--- src/rtl/lqft_pkg.sv ---
// shared types and constants for the link quality filter table
// no dependencies

package lqft_pkg;

  localparam logic [2:0] REQ_FRAME     = 3'd0;
  localparam logic [2:0] REQ_ADD_SHORT = 3'd1;
  localparam logic [2:0] REQ_ADD_LONG  = 3'd2;
  localparam logic [2:0] REQ_DEL_SHORT = 3'd3;
  localparam logic [2:0] REQ_DEL_LONG  = 3'd4;
  localparam logic [2:0] REQ_CLEAR     = 3'd5;

  localparam logic [1:0] MODE_SHORT = 2'd1;
  localparam logic [1:0] MODE_LONG  = 2'd2;

  localparam logic [2:0] CFG_ENABLE      = 3'd0;
  localparam logic [2:0] CFG_LQI_GAIN    = 3'd1;
  localparam logic [2:0] CFG_LQI_OFFSET  = 3'd2;
  localparam logic [2:0] CFG_DBM_GAIN    = 3'd3;
  localparam logic [2:0] CFG_DBM_OFFSET  = 3'd4;

  localparam logic signed [15:0] UNITY_GAIN   = 16'sh0100;
  localparam logic signed [9:0]  SIGNAL_FLOOR = -10'sd94;

  typedef struct packed {
    logic signed [15:0] dbm_offset;
    logic signed [15:0] dbm_gain;
    logic signed [15:0] lqi_offset;
    logic signed [15:0] lqi_gain;
  } gains_t;

  // one classified request handed from the front to the back
  typedef struct packed {
    logic              adjust;
    logic [7:0]        lqi;
    logic signed [7:0] dbm;
    gains_t            gains;
  } job_t;

endpackage

--- src/rtl/lqft_back.sv ---
// back: multiply, offset, saturate and drop decision, with output register
// depends on lqft_pkg

module lqft_back import lqft_pkg::*; (
  input  logic              clk,
  input  logic              rst,
  input  logic              job_valid,
  output logic              job_ready,
  input  job_t              job,
  input  logic              job_status,
  output logic              out_valid,
  input  logic              out_ready,
  output logic [7:0]        lqi_out,
  output logic signed [7:0] dbm_out,
  output logic              drop,
  output logic              status
);

  logic signed [25:0] lqi_prod, dbm_prod;
  logic signed [18:0] lqi_sum, dbm_sum;
  logic [7:0] lqi_sat;
  logic signed [7:0] dbm_sat;
  logic drop_next;

  assign job_ready = !out_valid || out_ready;

  always_comb begin
    lqi_prod = $signed({18'd0, job.lqi}) * 26'(job.gains.lqi_gain);
    dbm_prod = 26'(job.dbm - SIGNAL_FLOOR) * 26'(job.gains.dbm_gain);
    // arithmetic shift is the floor
    lqi_sum = 19'(lqi_prod >>> 8) + 19'(job.gains.lqi_offset);
    dbm_sum = 19'(dbm_prod >>> 8) + 19'(job.gains.dbm_offset) + 19'(SIGNAL_FLOOR);
    if (lqi_sum > 19'sd255) lqi_sat = 8'd255;
    else if (lqi_sum < 0) lqi_sat = 8'd0;
    else lqi_sat = lqi_sum[7:0];
    if (dbm_sum > 19'sd127) dbm_sat = 8'sd127;
    else if (dbm_sum < -19'sd128) dbm_sat = -8'sd128;
    else dbm_sat = dbm_sum[7:0];
    drop_next = ((job.gains.dbm_gain != UNITY_GAIN || job.gains.dbm_offset != 0)
                 && dbm_sum < 19'(SIGNAL_FLOOR))
             || ((job.gains.lqi_gain != UNITY_GAIN || job.gains.lqi_offset != 0)
                 && lqi_sat == 8'd0);
  end

  always_ff @(posedge clk) begin
    if (rst) begin
      out_valid <= 1'b0;
    end else if (job_valid && job_ready) begin
      out_valid <= 1'b1;
      lqi_out <= job.adjust ? lqi_sat : job.lqi;
      dbm_out <= job.adjust ? dbm_sat : job.dbm;
      drop <= job.adjust && drop_next;
      status <= job_status;
    end else if (out_ready) begin
      out_valid <= 1'b0;
    end
  end

  a_nodrop: assert property (@(posedge clk) disable iff (rst)
    job_valid && job_ready && !job.adjust |=> !drop)
    else $error("drop on unadjusted frame");
  a_stall: assert property (@(posedge clk) disable iff (rst)
    out_valid && !out_ready |=> out_valid && $stable(lqi_out) && $stable(drop))
    else $error("result changed while stalled");
  a_status: assert property (@(posedge clk) disable iff (rst)
    out_valid && status |-> !drop)
    else $error("status and drop together");

endmodule
--- config.mk ---
export PLATFORM = sky130hd
export DESIGN_NAME = lqft_back
export DESIGN_NICKNAME = d
export VERILOG_FILES = /design/src/rtl/lqft_pkg.sv /design/src/rtl/lqft_back.sv
export SDC_FILE = /design/constraint.sdc
export NUM_CORES = 1
export LEC_CHECK = 0
export BUFFER_PORTS_ARGS = -buffer_cell sky130_fd_sc_hd__buf_2
export CAP_MARGIN = 40
export CORE_MARGIN = 2
export CORE_UTILIZATION = 64
export CTS_CLUSTER_SIZE = 25
export DETAILED_ROUTE_END_ITERATION = 8
export PLACE_DENSITY = 0.88
export SLEW_MARGIN = 20
export SYNTH_ARGS = -nofsm -noshare
export SYNTH_HDL_FRONTEND = slang
export SYNTH_SLANG_ARGS = --single-unit
export TNS_END_PERCENT = 100
--- constraint.sdc ---
create_clock -name clk -period 12.3 [get_ports clk]
set_input_delay 1.23 -clock clk [delete_from_list [all_inputs] [get_ports clk]]
set_output_delay 1.23 -clock clk [all_outputs]
set_load 0.01 [all_outputs]
==> metrics.yaml <==
cts:
  clock_latency_ns: 0.26
  cts_buffers: 3
  post_cts_buffers: 0
  clkSlewWorstSetupHoldPaths_ns: 0.06
  clock-sinks: 19
  ctsResizeCount: 0
  h-tree-depth: 1
  holdBufCountCts: 0
  tritoncts: "yes"
  cts-root-buf: "clkbuf_16"
  clockBufferDepth: 2
yosys:
  synth-edff-count: 18
  ys_top_cells_by_area: "fa_1, ha_1, inv_1"
  synth_area_leader_cell: "fa_1"
  syn_area_per_cell_um2: 8.55
  ys_ff_latch: 19
  ys_async_sr_fraction: 0
  synth_nets: 1907
  synth_area_um2: 12400
  ys_seq_area_frac: 0.0450
  ys.flop_type: "edfxtp_1"
  synth_top_cell_area_share: 0.355
  synthDistinctLibCells: 64
  synthCells: 1456
  synth_warnings: 0
die:
  dieArea_um2: 20600
  die_h_um: 143
  core_area_um2: 19300
  initial_core_util: 0.646
  ioPinCount: 106
  die_x_um: 143
  fp-row-count: 51
outcome:
  run_status: "complete, no violations"
detailed_routing:
  met3_wirelength_um: 2320
  drtAntennaViolNets: 0
  wl_met2_um: 16400
  num_vias: 10546
  post_drt_wl_per_cell_um: 17.8
  drtPass1Iterations: 6
  vias_per_cell: 5.89
  drt-met1-wl_um: 11600
  drtIter0Drc: 664
  top_layer: "met4"
  route.detailed.drc: 0
  routed_wl_um: 31800
timing:
  setup_viol: 0
  skew_ns: 0.00593
  fmax_ghz: 0.0982
  tns_ns: 0
  fin_crit_sh: 0.828
  hold_violations: 0
  worst_pin_slew_ns: 0.755
  rsz0062_at_grt: "no"
  finalCriticalPeriod_ns: 10.18
  slew_viol_final: 0
  slew_headroom: 0.490
placed_design:
  dp_hpwl_um: 26600
  placed_cells: 1787
  portBuffers: 105
  gp_congestion: 0.983
layout:
  num_antenna_cells: 0
  layout_common_cells: "inv_1, fa_1, ha_1"
  layout_commonest_cell: "inv_1"
  final_cells: 1791
  fin_nets: 1978
  fillers: 1510
  drive_gt1_frac: 0.0885
  multi_input_area_um2: 10600
  ff_latch_area_um2: 561
  area_growth_pct: 6.67
critical_path:
  regToRegSetupSlack_ns: 11.04
  worstSetupStartpointType: "primary input"
  worst_ep_required_time_ns: 12.30
  crit_type: "in -> reg"
  path_delay_family: "adder cells"
  worst_path_most_repeated_cell: "fa_1"
  crit_arrival_ns: 10.18
  path_buf_inv: 3
  cpMaxStageDelayCell: "nand3b_1"
  critPathMaxFanout: 17
  cp_slowest_stage_delay_ns: 0.58
  end_kind: "flip-flop"
global_route:
  grt_overflow: 0
  grt_pass1_vias: 11390
  grt_util_all_layers: 0.323
  grt_max_degree: 23
  grt_pass1_wl_um: 53100
  antenna_found_initial: 0
job:
  max_cap_violations: 0
hold_path:
  worst_hold_path_type: "reg -> reg"
## kinds of logic (layout without fill, tap and decap cells)
group           Yosys count  after routing  synth area share
mux                       2              2           0.00171
simple gates            468            468             0.199
fa+ha+maj               365            365             0.500
compound gates          182            182            0.0987
buf+inv                 350            420             0.106
xor+xnor                 70             70            0.0493
flops                    19             19            0.0450
## routing by layer
metal,vias up,GRT usage
li1,4738,-
met1,5157,0.386
met2,523,0.587
met3,128,0.0403
met4,0,0.138
met5,-,0
## worst register-to-register path, stage by stage (launching register included)
cell and delay (ns):
dfxtp_1 0.30, nor2b_1 0.16, nor3b_2 0.16, buf_4 0.30
## layout make-up
| type | instances | share of cell area |
|---|---|---|
| Timing Repair Buffer | 111 | 0.0433 |
| Tap cell | 265 | 0.0250 |
| Clock buffer | 3 | 0.00566 |
| Multi-Input combinational cell | 1087 | 0.797 |
| Sequential cell | 19 | 0.0422 |
| Clock inverter | 1 | 0.000377 |
| Inverter | 305 | 0.0862 |
## per-stage QoR
stage,utilization,instance area (µm²),worst slack [ns],hold WS (ns)
2_1_floorplan,-,12400,2.88,0.625
3_3_place_gp,0.683,13200,2.05,0.601
3_5_place_dp,0.685,13200,1.97,0.632
4_1_cts,0.689,13300,2.21,0.644
5_1_grt,0.689,13300,1.62,0.702
6_report,0.689,13300,2.12,0.638
## sequential cells by signal (all words and copies together), names as in the netlist
| signal | count |
|---|---|
| status | 1 |
| lqi_out | 8 |
| out_valid | 1 |
| drop | 1 |
| dbm_out | 8 |
## synth_stat cells (all sizes together), types with 2 or more instances
cell and count:
a2111oi 6, a211o 2, a211oi 8, a21o 15, a21oi 49, a31oi 10
and2 129, and3 4, and4 2, buf 3, clkbuf 42, edfxtp 18
fa 221, ha 144, inv 305, nand2 114, nand2b 25, nand3 14
nand3b 3, nand4 13, nand4b 2, nor2 72, nor2b 31, nor3 16
nor3b 5, nor4 14, nor4b 4, o2111ai 4, o211ai 3, o21a 13
o21ai 38, o21bai 7, o22a 5, o22ai 5, o311ai 2, o31ai 2
o41ai 4, or2 7, or3 8, or4 3, xnor2 47, xor2 23
## final timing paths
check | start | end | cells after the start
worst max-delay path | job[65] | drop | 30
worst min-delay path | out_valid | out_valid | 3
worst max register to register | out_valid | lqi_out[4] | 3
worst min register to register | out_valid | out_valid | 3
Power is not shown: default switching activity piles up to over one toggle a cycle in this logic, so the estimate is an artifact.
